$ cat src/hw/rtl/tdpt_pkg.sv
// ----------------------------------------------------------------------------
// tdpt_pkg - shared types and constants for the trial-division prime test
// Default value width and the status bundles passed between the sequencer,
// the remainder unit and the top level.
// ----------------------------------------------------------------------------
`default_nettype none

package tdpt_pkg;

    // default width of the value under test
    localparam int VALUE_BITS_DEF = 16;

    // first trial divisor and its square
    localparam int FIRST_DIVISOR = 2;
    localparam int FIRST_SQUARE  = 4;

    // remainder unit -> sequencer
    typedef struct packed {
        logic done;     // one-cycle pulse, remainder ready
        logic zero;     // remainder is zero, valid with done
    } rem_sts_t;

    // sequencer -> top level
    typedef struct packed {
        logic in_ready;   // idle, can take a value
        logic out_load;   // load the verdict into the output register
        logic out_prime;  // verdict, valid with out_load
    } ctrl_sts_t;

endpackage

`default_nettype wire

$ cat src/hw/rtl/tdpt_ctrl.sv
// ----------------------------------------------------------------------------
// tdpt_ctrl - trial divisor sequencer
// Holds the value, steps the divisor from 2 while d*d <= value (square kept
// incrementally), runs the remainder unit per divisor and hands the verdict
// to the output register.
// ----------------------------------------------------------------------------
`default_nettype none

module tdpt_ctrl #(
    parameter int VALUE_BITS = tdpt_pkg::VALUE_BITS_DEF,
    parameter int DIV_BITS   = (VALUE_BITS + 1) / 2 + 1
) (
    input  wire logic                  aclk,
    input  wire logic                  aresetn,
    input  wire logic                  in_valid,
    input  wire logic [VALUE_BITS-1:0] in_value,
    input  wire logic                  out_free,
    input  tdpt_pkg::rem_sts_t         rem_sts,
    output logic                       rem_start,
    output logic [VALUE_BITS-1:0]      rem_dividend,
    output logic [DIV_BITS-1:0]        rem_divisor,
    output tdpt_pkg::ctrl_sts_t        sts
);

    localparam int SQ_BITS = 2 * DIV_BITS;

    typedef enum logic [3:0] {
        ST_IDLE   = 4'b0001,
        ST_CHECK  = 4'b0010,
        ST_DIVIDE = 4'b0100,
        ST_FINISH = 4'b1000
    } state_t;

    state_t                state_reg, state_next;
    logic [VALUE_BITS-1:0] held_value_reg;
    logic [DIV_BITS-1:0]   divisor_reg;
    logic [SQ_BITS-1:0]    square_reg;
    logic                  prime_reg;
    logic                  in_take;
    logic                  sq_over;

    assign in_take = in_valid && (state_reg == ST_IDLE);
    assign sq_over = square_reg > SQ_BITS'(held_value_reg);

    always_comb begin
        state_next = state_reg;
        unique case (state_reg)
            ST_IDLE: begin
                if (in_valid) begin
                    state_next = (in_value < VALUE_BITS'(2)) ? ST_FINISH : ST_CHECK;
                end
            end
            ST_CHECK: begin
                state_next = sq_over ? ST_FINISH : ST_DIVIDE;
            end
            ST_DIVIDE: begin
                if (rem_sts.done) begin
                    state_next = rem_sts.zero ? ST_FINISH : ST_CHECK;
                end
            end
            ST_FINISH: begin
                if (out_free) begin
                    state_next = ST_IDLE;
                end
            end
            default: state_next = ST_IDLE;
        endcase
    end

    always_ff @(posedge aclk) begin
        if (!aresetn) begin
            state_reg      <= ST_IDLE;
            held_value_reg <= '0;
            divisor_reg    <= '0;
            square_reg     <= '0;
            prime_reg      <= 1'b0;
        end else begin
            state_reg <= state_next;
            if (in_take) begin
                held_value_reg <= in_value;
                divisor_reg    <= DIV_BITS'(tdpt_pkg::FIRST_DIVISOR);
                square_reg     <= SQ_BITS'(tdpt_pkg::FIRST_SQUARE);
                prime_reg      <= 1'b0;
            end
            if (state_reg == ST_CHECK && sq_over) begin
                prime_reg <= 1'b1;
            end
            // (d+1)^2 = d^2 + 2d + 1
            if (state_reg == ST_DIVIDE && rem_sts.done && !rem_sts.zero) begin
                divisor_reg <= divisor_reg + DIV_BITS'(1);
                square_reg  <= square_reg + SQ_BITS'({divisor_reg, 1'b1});
            end
        end
    end

    assign rem_start    = (state_reg == ST_CHECK) && !sq_over;
    assign rem_dividend = held_value_reg;
    assign rem_divisor  = divisor_reg;

    assign sts.in_ready  = (state_reg == ST_IDLE);
    assign sts.out_load  = (state_reg == ST_FINISH) && out_free;
    assign sts.out_prime = prime_reg;

endmodule

`default_nettype wire
$ cat config.mk
export PLATFORM = sky130hd
export DESIGN_NAME = tdpt_ctrl
export DESIGN_NICKNAME = d
export VERILOG_FILES = /design/src/hw/rtl/tdpt_pkg.sv /design/src/hw/rtl/tdpt_ctrl.sv
export SDC_FILE = /design/constraint.sdc
export NUM_CORES = 1
export LEC_CHECK = 0
export BUFFER_PORTS_ARGS = -buffer_cell sky130_fd_sc_hd__buf_2
export CORE_UTILIZATION = 50
export CTS_CLUSTER_DIAMETER = 30
export CTS_CLUSTER_SIZE = 14
export DETAILED_ROUTE_END_ITERATION = 8
export GPL_TIMING_DRIVEN = 0
export PLACE_DENSITY = 0.78
export SLEW_MARGIN = 0
export SYNTH_ARGS = -nofsm -noshare
export SYNTH_HDL_FRONTEND = slang
export SYNTH_SLANG_ARGS = --single-unit
$ cat constraint.sdc
create_clock -name aclk -period 4.3 [get_ports aclk]
set_input_delay 0.645 -clock aclk [delete_from_list [all_inputs] [get_ports aclk]]
set_output_delay 0.645 -clock aclk [all_outputs]
set_load 0.02 [all_outputs]
Word-level counts from Yosys, hierarchy flattened
Index checks and enable logic that the tools add are counted.
W data, S select, Z words.
- bits in registers: 48
- bits in latches: 0
- bits in writable memories: 0
- memory bits (read-only): 0
- input bits: 22
- output and inout port bits: 29
- word-level logic and storage cells: 40
- memories kept: 0
- $add $sub $neg: 2
- multipliers: 0
- divide/modulo/power cells: 0
- magnitude comparators: 2
- equality and inequality tests: 7
- shift operators: 0
- multiplexer cells: 13
- bitwise logic cells: 0
- reduce and logical (&&, ||, !) cells: 11
- operator list (operator ; number):
    $mux W18 ; 2
    $mux W4 ; 6
    $add A18 B10 Y18 ; 1
    $gt A18 B16 Y1 ; 1
    $mux W9 ; 2
    $lt A16 B2 Y1 const B ; 1
    $pmux W4 S4 ; 1
    $add A9 B1 Y9 const B ; 1
    $logic_and A1 B1 Y1 ; 6
    $ne A2 B2 Y1 const B ; 3
    $eq A4 B1 Y1 const B ; 1
    $eq A4 B2 Y1 const B ; 1
    $eq A4 B3 Y1 const B ; 1
    $eq A4 B4 Y1 const B ; 1
    $reduce_bool A2 Y1 ; 2
    $reduce_and A3 Y1 ; 1
    $logic_not A1 Y1 ; 2
    $mux W1 ; 2

Longest topological paths before layout
Gate-level depths: netlist of the first run.
- depth after elaboration: 4
- mapped depth: 8
- depth with buffers taken out: 8

Worst setup path after synthesis of the first run
OpenSTA, ideal clock, no wires.
- path kind: flip-flop to output port
- from: reg held_value_reg[14], in the netlist rem_dividend[14]
- to: out rem_start
- arrival: 2.298 ns
- required time: 3.655 ns
- setup slack: 1.357 ns
- cell stages (with the launch flop): 7
- buffers on the path: 0
- path through: dfxtp_1 inv_1 ha_1 nand4_1 or4_1 or4_1 a21boi_1
- cells in the longest elaborated chain, start to end: 3
- ends and longest elaborated chain (what ; RTL line ; text):
    start, declared ; tdpt_ctrl.sv:35 ; logic [VALUE_BITS-1:0] held_value_reg;
    start signal, assigned ; tdpt_ctrl.sv:80 ; held_value_reg <= in_value;
    $gt A18 B16 Y1 ; tdpt_ctrl.sv:43 ; assign sq_over = square_reg > SQ_BITS'(held_value_reg);
    $logic_not A1 Y1 ; tdpt_ctrl.sv:96 ; assign rem_start = (state_reg == ST_CHECK) && !sq_over;
    $logic_and A1 B1 Y1 ; tdpt_ctrl.sv:96 ;
    end, declared ; tdpt_ctrl.sv:19 ; output logic rem_start,
No other way between the ends.

Worst setup path in the final report of the first run
- from: reg held_value_reg[11], in the netlist rem_dividend[11]
- to: out rem_start
Same word-level chain as after synthesis.

==> results.md, run 1 <==
* Status: finished clean
* Max-Cap Viols at 0
* Setup-failing EPs final at 0
* Number of flops mapped to enable cells by yosys at 0
* CP Data Required Time at 3.65 ns
* Hold Buf Count CTS at 0
* Period Utilization, post-route at 0.779
* H-tree levels at 2
* Max-slew violations at 0
* Post-synthesis cell area at 0.00297 mm²
* First-pass GRT wire length at 12700 µm
* Arrival @ worst endpoint at 2.70 ns
* R2R Setup Slk at 1.87 ns
* Min Clock Period, post-route at 3.35 ns
* Critical path type: flip-flop to primary output
* Most frequent CP cell: or4_1
* Sw frac at 0.388
* Routed length per instance at 15.0 µm
* Die Ht at 79.0 µm
* Ports at 51
* Asr flop ratio synth at 0
* Cts repair resizes at 0
* Fmax at 299 MHz
* Worst-path cell chain: inv_1 > ha_1 > nand4_1 > or4_1 > or4_1 > a21boi_1 > buf_2
* Gate power share at 0.375
* I/O Buffers at 50
* GP Congestion at 0.914
* Root buffer cell: clkbuf_8
* Critical-path top delay cell: or4_1
* Clock Sinks at 48
* Max incr delay on CP at 0.62 ns
* Layout cells sized above 1 at 0.174
* Top FF cell, synth: dfxtp_1
* Total grt overflow at 0
* Cell Rows at 27
* DR vias at 2933
* DRT iter0 DRCs at 210
* Worst skew pair latency at 0.30 ns
* Total core area at 0.00561 mm²
* Layout Nets at 478
* Clock Tree Buf Depth at 2
* Reg2reg path depth at 7
* CP endpoint: rem_start
* Max VDD drop at 0.000234 V
* Initial Util at 0.529
* Routed vias/inst at 5.84
* Sw Pwr at 0.503 mW
* Max FO, Critical Path at 3
* Flop pwr share at 0.408
* RSZ-0062 raised after global routing: no
* Initial DRT Pass Iterations at 5
* Max reg flops at 18
* Fin. Hold Viols at 0
* Die W at 79.0 µm
* R2R Path End: state_reg[2]$_SDFFE_PN0P_
* Syn_nets at 421
* Worst r2r src: rem_dividend[11]$_SDFFE_PN0P_
* GRT Overall Usage at 0.255
* Hold_ws at 0.461 ns
* Clock Skews at 0.00518 ns
* Flops & latches, synth at 48
* Fillers at 550
* Most common cell after layout, fill and taps aside: buf_2
* Setup TNS Final at 0 ns
* Worst rel slew slack at 0.524
* Clk network pwr share at 0.217
* Largest net degree at the start of global routing at 14
* Postcts setup bufs at 0
* Post-Syn Instances at 372
* Routed wire length at 7510 µm
* Antenna diode count at 0
* Worst min path class: flip-flop to flip-flop
* Die area at 0.00625 mm²
* Post-synthesis sequential area ratio at 0.324
* Initial antenna violation count at 0
* Synthesis Warnings at 0
* Worst-path clk slew at 0.08 ns
* P&R area growth vs syn at 14.5%
* Pwr Density at 381 mW/mm²
* Highest-count cells in the layout ignoring fill and taps: buf_2 (55), nand2_1 (53), dfxtp_1 (48)
* Vias in the first global route at 2774
* Num CTS Buffers at 5
* Synth unique cells at 61
* Lkg Pwr at 1.52 nW
* Power Internal at 0.793 mW
* Antenna Nets Post-Route at 0
* CTS tree: built
* Worst Setup SP: rem_dividend[11]$_SDFFE_PN0P_
* DRC at 0
* Mean Syn Cell Area at 7.98 µm²
* Setup crit end kind: primary output
* CP Launch Type: flip-flop
* Worst-Margin Slew at 0.696 ns
* Final HPWL DP at 5750 µm
* Hold_sp: prime_reg$_SDFFE_PN0P_
-- synthesized netlist by cell type (all sizes together), types with 2 or more instances --
cell    instances  area share
or3             2      0.0042
and4            2      0.0059
nand4          11       0.023
o211ai          4       0.010
nor3            5      0.0084
nor2           25       0.037
xor2            6       0.018
nor4b           3      0.0089
nand2          53       0.067
buf             9       0.019
and2            5       0.011
nand3          15       0.025
nor4            3      0.0063
o21ai          23       0.039
o31ai           3      0.0076
a21oi          35       0.059
a21o            3      0.0076
or3b            2      0.0059
dfxtp          48        0.32
o22ai           2      0.0042
and3            5       0.011
a211oi          5       0.013
ha             26        0.11
or4             2      0.0051
inv            21       0.027
a22oi           5       0.013
xnor2           3      0.0089
a31oi           4      0.0084
clkbuf          9       0.011
mux2i           3       0.010
a311oi          2      0.0080
nand2b          6       0.013
nor3b           3       0.011
-- final cells by class --
type,instances,area [µm²],share of cell area
buffer,18,88.8,0.0261
multi-input combinational,285,1840,0.541
clock buffer,8,90.1,0.0265
timing repair buffer,50,250,0.0736
tap,72,90.1,0.0265
sequential,48,961,0.283
inverter,21,78.8,0.0232
-- kinds of logic (layout without fill, tap and decap cells) --
group,after synthesis,count (layout),synth area share
AO/OA/AOI/OAI,99,99,0.209
buffers and inverters,39,97,0.0565
adder cells (fa/ha/maj),27,27,0.116
AND/OR/NAND/NOR,146,146,0.254
flip-flops,48,48,0.324
XOR/XNOR,9,9,0.0266
multiplexers,4,4,0.0139
-- worst min path at each step --
stage,slack (ns),cells after the start,endpoint
after detailed placement,0.45,2,prime_reg$_SDFFE_PN0P_
final,0.46,2,prime_reg$_SDFFE_PN0P_
after floorplan,0.44,2,prime_reg$_SDFFE_PN0P_
after global placement,0.44,2,prime_reg$_SDFFE_PN0P_
after global routing,0.50,2,rem_dividend[6]$_SDFFE_PN0P_
after CTS,0.46,2,prime_reg$_SDFFE_PN0P_
-- routing by layer --
metal / vias to the layer above / routed length, µm / part of all wire / track usage
li1: 1456 / - / - / -
met1: 1379 / 3470 / 0.46 / 0.320
met2: 86 / 3580 / 0.48 / 0.435
met3: 12 / 356 / 0.047 / 0.0402
met4: 0 / 110 / 0.015 / 0.0945
met5: - / 0 / 0 / 0
-- per-stage QoR --
stage / worst slack (ns) / total power, mW / cells / utilization / cell area (µm²)
2_1_floorplan: 1.36 / 0.869 / 372 / - / 2970
3_3_place_gp: 1.30 / 1.01 / 494 / 0.590 / 3310
3_5_place_dp: 1.31 / 1.02 / 494 / 0.590 / 3310
4_1_cts: 0.961 / 1.30 / 502 / 0.606 / 3400
5_1_grt: 0.866 / 1.39 / 502 / 0.606 / 3400
6_report: 0.950 / 1.30 / 502 / 0.606 / 3400
-- power groups by stage --
| stage | clock network (mW) | logic (mW) | registers, mW |
|---|---|---|---|
| finish | 0.281 | 0.486 | 0.529 |
| floorplan | 0 | 0.297 | 0.572 |
| detailed placement | 0 | 0.478 | 0.539 |
| global placement | 0 | 0.470 | 0.537 |
| global route | 0.306 | 0.546 | 0.534 |
| CTS | 0.285 | 0.481 | 0.528 |
-- worst max-delay path: cells and delay by family, from the launching register on --
family | cells | cell delay [ns]
AOI/OAI and AO/OA | 1 | 0.24
adders and majority gates | 1 | 0.30
buffers and inverters | 2 | 0.26
DFF | 1 | 0.37
and+or+nand+nor | 3 | 1.24
Power figures use the tool's default switching activity.
==> run 2, diff against run 1 <==
--- a/config.mk
+++ b/config.mk
@@ -11,7 +11,7 @@
 export CTS_CLUSTER_SIZE = 14
 export DETAILED_ROUTE_END_ITERATION = 8
 export GPL_TIMING_DRIVEN = 0
-export PLACE_DENSITY = 0.78
+export PLACE_DENSITY = 0.81
 export SLEW_MARGIN = 0
 export SYNTH_ARGS = -nofsm -noshare
 export SYNTH_HDL_FRONTEND = slang
==> constraint.sdc (replaced) <==
create_clock -name aclk -period 2.7 [get_ports aclk]
set_input_delay 0.405 -clock aclk [delete_from_list [all_inputs] [get_ports aclk]]
set_output_delay 0.405 -clock aclk [all_outputs]
set_load 0.02 [all_outputs]
==> run 2 against run 1 <==
The run now ends with setup timing left. Sequential share of layout area shrank 2.0 points. Clock-buffer cell count decreased by 3. Die area unchanged. Core utilization grew 6.5 points. Power up 88%. Global-route usage grew 2.0 points.
==> results.md, run 2 (same netlist as run 1, synthesis figures left out) <==
* Clock Tree Buf Depth at 2
* Final WS setup at -0.0684 ns
* GR met2 Demand/Resource at 0.486
* GRT busiest layer: met2
* Hold Buf Count CTS at 0
* Initial antenna violation count at 0
* Grt met1 use at 0.322
* Worst r2r src: rem_dividend[12]$_SDFFE_PN0P_
* RSZ-0062 raised after global routing: yes
* Antenna Nets Post-Route at 0
* Period Utilization, post-route at 1.03
* Max-slew violations at 0
* First-pass GRT wire length at 13200 µm
* Min Clock Period, post-route at 2.77 ns
* Vias in the first global route at 2890
* Hold path depth at 3
* Max-Cap Viols at 0
* Fin cells at 519
* Max incr delay on CP at 0.51 ns
* Total core area at 0.00561 mm²
* Layout Nets at 496
* Violated checks: setup timing
* CP Data Required Time at 2.30 ns
* DR vias at 3103
* Antenna diode count at 0
* Max FO, Critical Path at 3
* Buf/Inv on CP at 2
* CTS tree: built
* R2R Setup Slk at 0 ns
* Worst min path class: input port to flip-flop
* Num CTS Buffers at 5
* Total grt overflow at 0
* DRC at 0
* Setup-failing EPs final at 1
* Final Cell Area at 0.00376 mm²
* R2R Path End: state_reg[2]$_SDFFE_PN0P_
* Lkg Pwr at 1.66 nW
* Initial Util at 0.529
* Highest-count cells in the layout ignoring fill and taps: buf_2 (54), nand2_1 (53), a21oi_1 (35)
* Worst skew pair latency at 0.31 ns
* Most frequent CP cell: or4_4
* Routed wire length at 8560 µm
* Crit path max-delay family: simple AND/OR/NAND/NOR gates
* Fmax at 361 MHz
* Grt met3 use at 0.0529
* Hold_sp: in_value[0]
* Final HPWL DP at 5790 µm
* H-tree levels at 2
* Cell Rows at 27
* Hold Path End: rem_dividend[0]$_SDFFE_PN0P_
* Hold_ws at 0.322 ns
* Critical path type: flip-flop to primary output
* Worst rel slew slack at 0.547
* Placed Area at 0.00331 mm²
* Max VDD drop at 0.000513 V
* P&R area growth vs syn at 26.8%
* Clock Sinks at 48
* Die Ht at 79.0 µm
* Most common cell after layout, fill and taps aside: buf_2
* Worst Setup SP: rem_dividend[12]$_SDFFE_PN0P_
* DRT iter0 DRCs at 226
* GP Congestion at 0.929
* Ports at 51
* Arrival @ worst endpoint at 2.36 ns
* Layout cells sized above 1 at 0.302
* I/O Buffers at 50
* Reg2reg path depth at 13
* Largest net degree at the start of global routing at 15
* Pwr Density at 647 mW/mm²
* GRT Overall Usage at 0.274
* Die W at 79.0 µm
* Clock Skews at 0.0109 ns
* Critical-path top delay cell: or4_4
* Status: finished, violations left
* Fin. Hold Viols at 0
* Dpl cells at 494
* Max reg flops at 18
* Die area at 0.00625 mm²
* Worst-path cell chain: inv_2 > ha_4 > nand4_1 > or4_4 > or4_4 > a21boi_4 > buf_6
* Initial DRT Pass Iterations at 5
* CP Launch Type: flip-flop
* Worst-path clk slew at 0.10 ns
* Routed length per instance at 16.5 µm
* Routed vias/inst at 5.98
* Root buffer cell: clkbuf_8
* Setup TNS Final at -0.0684 ns
* Worst-Margin Slew at 0.679 ns
* Setup crit end kind: primary output
==> run 2: what timing repair did <==
action	4_1_cts	5_1_grt
resized for setup	27	21
endpoints found under the setup margin	1	2
pin swaps	12	12
buffers inserted	14	5
==> run 2: worst reg2reg max path: stages (launching register included) <==
cell	delay, ns
dfxtp_2	0.36
inv_2	0.05
ha_4	0.25
nand4_1	0.08
or4_4	0.51
o211ai_1	0.32
a21boi_4	0.10
buf_4	0.15
buf_4	0.12
buf_4	0.12
buf_4	0.12
buf_4	0.12
buf_4	0.12
o211a_1	0.19
==> run 2: report_power, final <==
part	internal (mW)	switching [mW]
logic	0.385	0.587
clock network	0.365	0.255
registers	0.787	0.0565
==> run 2: metrics by stage <==
step	util	power [mW]	worst slack [ns]
floorplan	-	1.39	0.101
global placement	0.591	1.60	-0.0254
detailed placement	0.591	1.62	-0.0199
CTS	0.648	2.33	-0.00208
global route	0.671	2.57	-0.140
finish	0.671	2.44	-0.0684
==> run 2: worst max path at each step <==
| stage | end | cells after the start |
|---|---|---|
| 4_1_cts | rem_start | 7 |
| 5_1_grt | rem_start | 7 |
| 3_3_place_gp | rem_start | 7 |
| 6_report | rem_start | 7 |
| 2_1_floorplan | rem_start | 6 |
| 3_5_place_dp | rem_start | 7 |
==> run 2: area by class of cell <==
type,instances,area [µm²]
flip-flops and latches,48,990
plain buffers,18,88.8
well taps,72,90.1
fillers,469,1850
multi-input cells,285,1990
inverters,21,78.8
clock inverters,2,60.1
repair buffers,68,392
clock buffers,5,68.8
==> run 2: per-layer routing <==
layer | up-vias | wire, µm
met4 | 0 | 215
met2 | 127 | 4270
met1 | 1455 | 3540
met3 | 22 | 526
met5 | - | 0
li1 | 1499 | -
